File: src/dqc_pkg.sv
package dqc_pkg;

  localparam int RPM_W = 32;
  localparam int MS_W  = 16;
  localparam int CPR_W = 16;
  localparam int DEN_W = CPR_W + MS_W;

  // milliseconds in one minute
  localparam logic [15:0] MS_PER_MIN = 16'(1000 * 60);

  typedef enum logic [0:0] {
    REG_COUNTS_PER_REV = 1'b0,
    REG_INTERVAL_MS    = 1'b1
  } reg_index_t;

  typedef struct packed {
    logic busy;
    logic ready;
  } spd_stat_t;

endpackage

File: src/dual_quadrature_counter_rpm.sv
// Dual quadrature encoder counter with windowed speed output. Each accepted
// sample carries both wheels' A/B pin levels and a millisecond tick; every
// sample is counted in x4 decoding with saturating tallies and the window
// timer advances on ticks. While counting, one sample is taken every cycle.
// When the timer reaches interval_ms (or 1 if interval_ms is 0), that sample
// closes the window: the tallies and timer clear and one speed lane per wheel
// computes tally * 60000 * 2^FRAC_BITS / (counts_per_rev * elapsed) with a
// radix-2 restoring divider, one quotient bit per cycle. The input then stalls
// through the multiply, COUNT_BITS + FRAC_BITS + 16 divide steps, saturation
// and transfer to the output register, and for longer while an earlier result
// still waits in the output register; sampling then resumes even if the new
// result has not yet been taken. Speeds are signed fixed point with FRAC_BITS
// fraction bits, truncated toward zero and saturated to 32 bits.
module dual_quadrature_counter_rpm #(
  parameter int COUNT_BITS = 24,
  parameter int FRAC_BITS  = 8
) (
  input  logic        clk,
  input  logic        rst,
  input  logic        s_tvalid,
  output logic        s_tready,
  input  logic [7:0]  s_tdata,   // left_a_level, left_b_level, right_a_level, right_b_level, ms_tick
  output logic        m_tvalid,
  input  logic        m_tready,
  output logic [79:0] m_tdata,   // left_rpm, right_rpm, window_ms
  input  logic        cfg_wen,
  input  logic [0:0]  cfg_index,
  input  logic [15:0] cfg_wdata
);
  import dqc_pkg::*;

  logic [CPR_W-1:0]             counts_per_rev;
  logic [MS_W-1:0]              interval_ms;
  logic [MS_W-1:0]              elapsed;
  logic [MS_W-1:0]              elapsed_next;
  logic [MS_W-1:0]              need;
  logic [MS_W-1:0]              win_ms;
  logic                         step;
  logic                         fire;
  logic                         take;
  logic signed [COUNT_BITS-1:0] l_count;
  logic signed [COUNT_BITS-1:0] r_count;
  logic [RPM_W-1:0]             l_rpm;
  logic [RPM_W-1:0]             r_rpm;
  spd_stat_t                    l_stat;
  spd_stat_t                    r_stat;

  assign s_tready = ~l_stat.busy & ~r_stat.busy;
  assign step     = s_tvalid & s_tready;

  always_comb begin
    elapsed_next = (s_tdata[4] && elapsed != '1) ? elapsed + MS_W'(1) : elapsed;
    need         = (interval_ms == '0) ? MS_W'(1) : interval_ms;
    fire         = step & (elapsed_next >= need);
    take         = l_stat.ready & r_stat.ready & (~m_tvalid | m_tready);
  end

  always_ff @(posedge clk) begin
    if (rst) begin
      counts_per_rev <= CPR_W'(1);
      interval_ms    <= MS_W'(100);
    end else if (cfg_wen) begin
      unique case (cfg_index)
        REG_COUNTS_PER_REV: counts_per_rev <= cfg_wdata;
        REG_INTERVAL_MS:    interval_ms    <= cfg_wdata;
        default: ;
      endcase
    end
  end

  always_ff @(posedge clk) begin
    if (rst) begin
      elapsed <= '0;
    end else if (step) begin
      elapsed <= fire ? '0 : elapsed_next;
    end
  end

  always_ff @(posedge clk) begin
    if (fire) begin
      win_ms <= elapsed_next;
    end
  end

  // lanes: one tally and one speed unit per wheel
  dqc_tally #(.COUNT_BITS(COUNT_BITS)) u_l_tally (
    .clk        (clk),
    .rst        (rst),
    .step       (step),
    .clear      (fire),
    .a_lvl      (s_tdata[0]),
    .b_lvl      (s_tdata[1]),
    .count_next (l_count)
  );

  dqc_tally #(.COUNT_BITS(COUNT_BITS)) u_r_tally (
    .clk        (clk),
    .rst        (rst),
    .step       (step),
    .clear      (fire),
    .a_lvl      (s_tdata[2]),
    .b_lvl      (s_tdata[3]),
    .count_next (r_count)
  );

  dqc_speed #(.COUNT_BITS(COUNT_BITS), .FRAC_BITS(FRAC_BITS)) u_l_speed (
    .clk   (clk),
    .rst   (rst),
    .start (fire),
    .ack   (take),
    .count (l_count),
    .cpr   (counts_per_rev),
    .ms    (elapsed_next),
    .rpm   (l_rpm),
    .stat  (l_stat)
  );

  dqc_speed #(.COUNT_BITS(COUNT_BITS), .FRAC_BITS(FRAC_BITS)) u_r_speed (
    .clk   (clk),
    .rst   (rst),
    .start (fire),
    .ack   (take),
    .count (r_count),
    .cpr   (counts_per_rev),
    .ms    (elapsed_next),
    .rpm   (r_rpm),
    .stat  (r_stat)
  );

  // merge both lanes into the output register
  always_ff @(posedge clk) begin
    if (rst) begin
      m_tvalid <= 1'b0;
    end else if (take) begin
      m_tvalid <= 1'b1;
    end else if (m_tready) begin
      m_tvalid <= 1'b0;
    end
  end

  always_ff @(posedge clk) begin
    if (take) begin
      m_tdata <= {win_ms, r_rpm, l_rpm};
    end
  end

endmodule

File: src/dqc_tally.sv
module dqc_tally #(
  parameter int COUNT_BITS = 24
) (
  input  logic                         clk,
  input  logic                         rst,
  input  logic                         step,
  input  logic                         clear,
  input  logic                         a_lvl,
  input  logic                         b_lvl,
  output logic signed [COUNT_BITS-1:0] count_next
);
  import dqc_pkg::*;

  localparam logic signed [COUNT_BITS-1:0] HI = {1'b0, {(COUNT_BITS-1){1'b1}}};
  localparam logic signed [COUNT_BITS-1:0] LO = {1'b1, {(COUNT_BITS-1){1'b0}}};

  logic                         a_prev;
  logic                         b_prev;
  logic signed [COUNT_BITS-1:0] count;
  logic                         a_ch;
  logic                         b_ch;
  logic                         up;
  logic                         dn;

  always_comb begin
    a_ch = a_lvl ^ a_prev;
    b_ch = b_lvl ^ b_prev;
    up   = (a_ch & ~b_ch & (a_lvl == b_lvl)) | (b_ch & ~a_ch & (a_lvl != b_lvl));
    dn   = (a_ch ^ b_ch) & ~up;
    if (up && count != HI) begin
      count_next = count + COUNT_BITS'(1);
    end else if (dn && count != LO) begin
      count_next = count - COUNT_BITS'(1);
    end else begin
      count_next = count;
    end
  end

  always_ff @(posedge clk) begin
    if (rst) begin
      a_prev <= 1'b0;
      b_prev <= 1'b0;
      count  <= '0;
    end else if (step) begin
      a_prev <= a_lvl;
      b_prev <= b_lvl;
      count  <= clear ? '0 : count_next;
    end
  end

endmodule

File: src/dqc_speed.sv
module dqc_speed #(
  parameter int COUNT_BITS = 24,
  parameter int FRAC_BITS  = 8
) (
  input  logic                                clk,
  input  logic                                rst,
  input  logic                                start,
  input  logic                                ack,
  input  logic signed [COUNT_BITS-1:0]        count,
  input  logic [dqc_pkg::CPR_W-1:0]           cpr,
  input  logic [dqc_pkg::MS_W-1:0]            ms,
  output logic [dqc_pkg::RPM_W-1:0]           rpm,
  output dqc_pkg::spd_stat_t                  stat
);
  import dqc_pkg::*;

  localparam int PROD_W = COUNT_BITS + 16;
  localparam int NUM_W  = PROD_W + FRAC_BITS;
  localparam int CW     = $clog2(NUM_W + 1);
  localparam int QX     = (NUM_W > RPM_W + 1) ? NUM_W : RPM_W + 1;

  typedef enum logic [2:0] {IDLE, MUL, DIV, FIN, HOLD} state_t;

  state_t              state;
  logic                neg;
  logic [COUNT_BITS-1:0] mag;
  logic [CPR_W-1:0]    cpr_r;
  logic [MS_W-1:0]     ms_r;
  logic [NUM_W-1:0]    num;
  logic [DEN_W-1:0]    den;
  logic [DEN_W-1:0]    rem;
  logic [CW-1:0]       cnt;

  logic [PROD_W-1:0]   prod;
  logic [DEN_W:0]      rem_sh;
  logic [DEN_W:0]      diff;
  logic                ge;
  logic [QX-1:0]       qx;
  logic [QX-1:0]       lim;
  logic [RPM_W-1:0]    mcl;

  always_comb begin
    prod   = PROD_W'(mag) * PROD_W'(MS_PER_MIN);
    rem_sh = {rem, num[NUM_W-1]};
    diff   = rem_sh - {1'b0, den};
    ge     = rem_sh >= {1'b0, den};
    qx     = QX'(num);
    lim    = neg ? QX'(33'h0_8000_0000) : QX'(33'h0_7FFF_FFFF);
    mcl    = (qx > lim) ? lim[RPM_W-1:0] : qx[RPM_W-1:0];
  end

  always_ff @(posedge clk) begin
    if (rst) begin
      state <= IDLE;
    end else begin
      unique case (state)
        IDLE: begin
          if (start) begin
            neg   <= count[COUNT_BITS-1];
            mag   <= count[COUNT_BITS-1] ? COUNT_BITS'(-count) : COUNT_BITS'(count);
            cpr_r <= (cpr == '0) ? CPR_W'(1) : cpr;
            ms_r  <= ms;
            state <= MUL;
          end
        end
        MUL: begin
          num   <= NUM_W'(prod) << FRAC_BITS;
          den   <= DEN_W'(cpr_r) * DEN_W'(ms_r);
          rem   <= '0;
          cnt   <= CW'(NUM_W);
          state <= DIV;
        end
        DIV: begin
          rem <= ge ? diff[DEN_W-1:0] : rem_sh[DEN_W-1:0];
          num <= {num[NUM_W-2:0], ge};
          cnt <= cnt - CW'(1);
          if (cnt == CW'(1)) begin
            state <= FIN;
          end
        end
        FIN: begin
          rpm   <= neg ? (RPM_W'(0) - mcl) : mcl;
          state <= HOLD;
        end
        HOLD: begin
          if (ack) begin
            state <= IDLE;
          end
        end
        default: state <= IDLE;
      endcase
    end
  end

  assign stat.busy  = (state != IDLE);
  assign stat.ready = (state == HOLD);

endmodule

File: config.mk
export PLATFORM = sky130hd
export DESIGN_NAME = dual_quadrature_counter_rpm
export DESIGN_NICKNAME = d
export VERILOG_FILES = /design/src/dqc_pkg.sv /design/src/dual_quadrature_counter_rpm.sv /design/src/dqc_tally.sv /design/src/dqc_speed.sv
export SDC_FILE = /design/constraint.sdc
export NUM_CORES = 2
export LEC_CHECK = 0
export BUFFER_PORTS_ARGS = -buffer_cell sky130_fd_sc_hd__buf_2
export CAP_MARGIN = 20
export CORE_ASPECT_RATIO = 1.1
export CORE_MARGIN = 4
export CORE_UTILIZATION = 35
export DETAILED_ROUTE_END_ITERATION = 8
export PLACE_DENSITY = 0.47
export SKIP_CTS_REPAIR_TIMING = 1
export SLEW_MARGIN = 20
export SYNTH_ARGS = -nofsm -noshare
export SYNTH_HDL_FRONTEND = slang
export SYNTH_HIERARCHICAL = 1
export SYNTH_SLANG_ARGS = --single-unit
File: constraint.sdc
create_clock -name clk -period 19 [get_ports clk]
set_clock_uncertainty 0.05 [all_clocks]
set_input_delay 3.8 -clock clk [delete_from_list [all_inputs] [get_ports clk]]
set_output_delay 3.8 -clock clk [all_outputs]
set_load 0.05 [all_outputs]
==> metrics.csv <==
metric,value,unit
status,completed,
routed-via-count,42500,
synth_top_flop_cell,edfxtp_1,
worstSetupPathType,in2reg,
synth.area.top_cells,"edfxtp_1 26%, fa_1 20%, ha_1 12%",
met2_length,70500,um
gr-total-overflow,0,
power_leakage,28.5,nW
ys_types,106,
cts_tree,yes,
yosys.area.top_type_share,25.6,%
hp-class,reg2reg,
p_comb_share,20.0,%
place_congestion,0.838,
drtAntennaViolNets,0,
finalCriticalPeriod,8.36,ns
clock_sinks,617,
switching_power,1.15,mW
hp-start,u_r_speed/rpm[29]$_DFFE_PP_,
synth_commonest_cells,"948 x inv_1, 641 x nand2_1, 592 x fa_1, 557 x ha_1, 510 x edfxtp_1",
vias_per_cell,5.03,
wl_per_cell,17.2,um
critPathLaunchType,input pin,
yosysMostFrequentCell,inv_1,
htree_levels,3,
fin_cells,8444,
grt_pass1_wl,240000,um
place.port_buffers,108,
drt_iter0_markers,2230,
synth_top_area_cell,edfxtp_1,
areaGrowthSynthToFinish,8.87,%
fin_crit_sh,44.0,%
max_stage_delay,0.69,ns
fp.dieW,402,um
hold_depth,0,
insertion_delay,0.68,ns
syn_nets,7357,
drv_cap,0,
synth-warning-count,6,
switching_share,29.2,%
grtUsageTotal,16.4,%
rr_startpoint,u_r_speed/ms_r[3]$_DFFE_PP_,
rrSetupSlack,11.73,ns
critical_path.cell_chain,buf_2 -> nand2_1 -> nor3_1 -> nand2_1 -> xnor2_1 -> ha_1 -> nand4_1 -> or2_0 -> or4_1 -> a41oi_4 -> buf_4 -> nand2b_1 -> nor4_2 -> buf_4,
slowest_stage,buf_4,
power.density,60.5,mW/mm2
routed.top_layer,met4,
path_max_fanout,57,
hpwl,110000,um
drt_wl_total,145000,um
syn_area,0.0599,mm2
holdWs,0.365,ns
row_count,158,
ir_drop,0.0581,mV
worst_pin_slew,1.16,ns
synthArstFlopShare,0,%
setup_viol,0,
dieHeight,442,um
die-area,0.178,mm2
synth_edf_count,510,
antenna_found_initial,4,
route.met3.wl,4540,um
p_int,2.80,mW
slew_violations,0,
reg2reg_depth,21,
hold_viol_final,0,
hold-path-endpoint,m_tdata[61]$_DFFE_PP_,
io_pins,112,
crit_required,19.23,ns
slew_headroom,22.5,%
clock_path_buffers,3,
start_util,35.4,%
cts_root_buf,clkbuf_16,
nets,7322,
drc,0,
wl_met1,67600,um
drt_first_pass_iters,5,
drive_gt1_share,5.80,%
fmax,120,MHz
worstSetupEndpointType,flop,
worst-endpoint-arrival,8.59,ns
syn_avg_cell_area,9.70,um2
finalSetupTns,0,ns
grt_setup_unrepaired,no,
place_inst,8304,
clk_pin_slew,0.07,ns
syn_inst,6178,
ys_ff_latch,617,
clock_power_share,39.2,%
reg2reg_to,u_r_speed/den[31]$_DFFE_PP_,
ys_seq_area_share,29.1,%
pwr-share-seq,40.8,%
grt_max_degree,75,
cts_inserted_buffers,76,
core_area,0.169,mm2
fin_util,38.5,%
grt_pass1_vias,44100,
layout by cell type, fill, tap and decap left out, types with 82 or more instances in the layout:
cell and count:
a21oi_1 305, dfxtp_1 107, ha_1 557, inv_1 948, fa_1 592, buf_2 107, and2_1 265, edfxtp_1 510
xnor2_1 199, nor2_1 304, o21ai_0 201, nand2_1 639, a21o_1 102, nor3_1 82
critical path: cells and delay by family:
family / cells / cell delay (ns)
buf+inv: 3 / 1.36
simple gates: 8 / 2.03
fa+ha+maj: 1 / 0.22
xor+xnor: 1 / 0.52
compound gates: 1 / 0.53
power groups by stage:
stage          logic (mW)  registers [mW]  clock network, mW
2_1_floorplan       0.680            1.58                  0
3_3_place_gp        0.776            1.64                  0
3_5_place_dp        0.783            1.64                  0
4_1_cts             0.786            1.61               1.61
5_1_grt             0.887            1.62               1.67
6_report            0.789            1.61               1.55
registers in the layout, indices dropped and copies added, names as in the netlist, 24 cells and up:
register	cells
u_l_speed/den	32
u_l_speed/rem	32
u_l_speed/num	48
u_r_speed/den	32
u_l_speed/mag	24
u_l_tally/count	24
u_r_speed/rem	32
u_r_speed/mag	24
u_r_tally/count	24
m_tdata	80
u_r_speed/num	48
u_r_speed/rpm	32
u_l_speed/rpm	32
metrics by stage:
step | power, mW | area, um2 | setup WS, ns
after floorplan | 2.26 | 59900 | 5.80
after global placement | 2.41 | 62500 | 9.94
after detailed placement | 2.42 | 62500 | 9.96
after CTS | 4.01 | 65200 | 10.69
after global routing | 4.18 | 65200 | 10.30
final | 3.95 | 65200 | 10.64
worst max-delay path by stage:
stage,startpoint,to,slack (ns),cells after the start
after floorplan,s_tdata[4],u_l_speed/cpr_r[0]$_SDFFCE_PN1P_,5.80,11
after global placement,s_tdata[4],u_l_tally/count[20]$_SDFFE_PP0P_,9.94,16
after detailed placement,s_tdata[4],u_l_tally/count[20]$_SDFFE_PP0P_,9.96,16
after CTS,s_tdata[4],u_l_speed/cpr_r[13]$_SDFFCE_PN0P_,10.69,14
after global routing,s_tdata[4],u_l_speed/cpr_r[13]$_SDFFCE_PN0P_,10.30,14
final,s_tdata[4],u_l_speed/cpr_r[13]$_SDFFCE_PN0P_,10.64,14
per-layer routing:
layer / vias to the layer above / global-route usage, %
li1: 20800 / -
met4: 0 / 3.80
met3: 148 / 1.86
met1: 21000 / 22.0
met5: - / 0
met2: 524 / 28.5
logic make-up (layout without fill, tap and decap cells):
group / after synthesis / count (layout) / synth area share [%]
buffers and inverters: 1205 / 1230 / 7.73
muxes: 59 / 59 / 0.998
DFF: 617 / 617 / 29.1
and+or+nand+nor: 1841 / 1841 / 15.5
adders and majority gates: 1149 / 1149 / 31.4
other: 0 / 1 / 0
AOI/OAI and AO/OA: 1032 / 1032 / 11.2
xor gates and xnor gates: 275 / 275 / 4.02
cell type report:
cell class                      instances  area, um2
Clock inverter                         50        619
Multi-Input combinational cell       4356      37900
Tap cell                             2240       2800
Antenna cell                            1       2.50
Timing Repair Buffer                  142        802
Sequential cell                       617      17500
Fill cell                           16900     104000
Inverter                              950       3570
Clock buffer                           88       2030
Note: power is estimated with default switching activity, not from simulation.
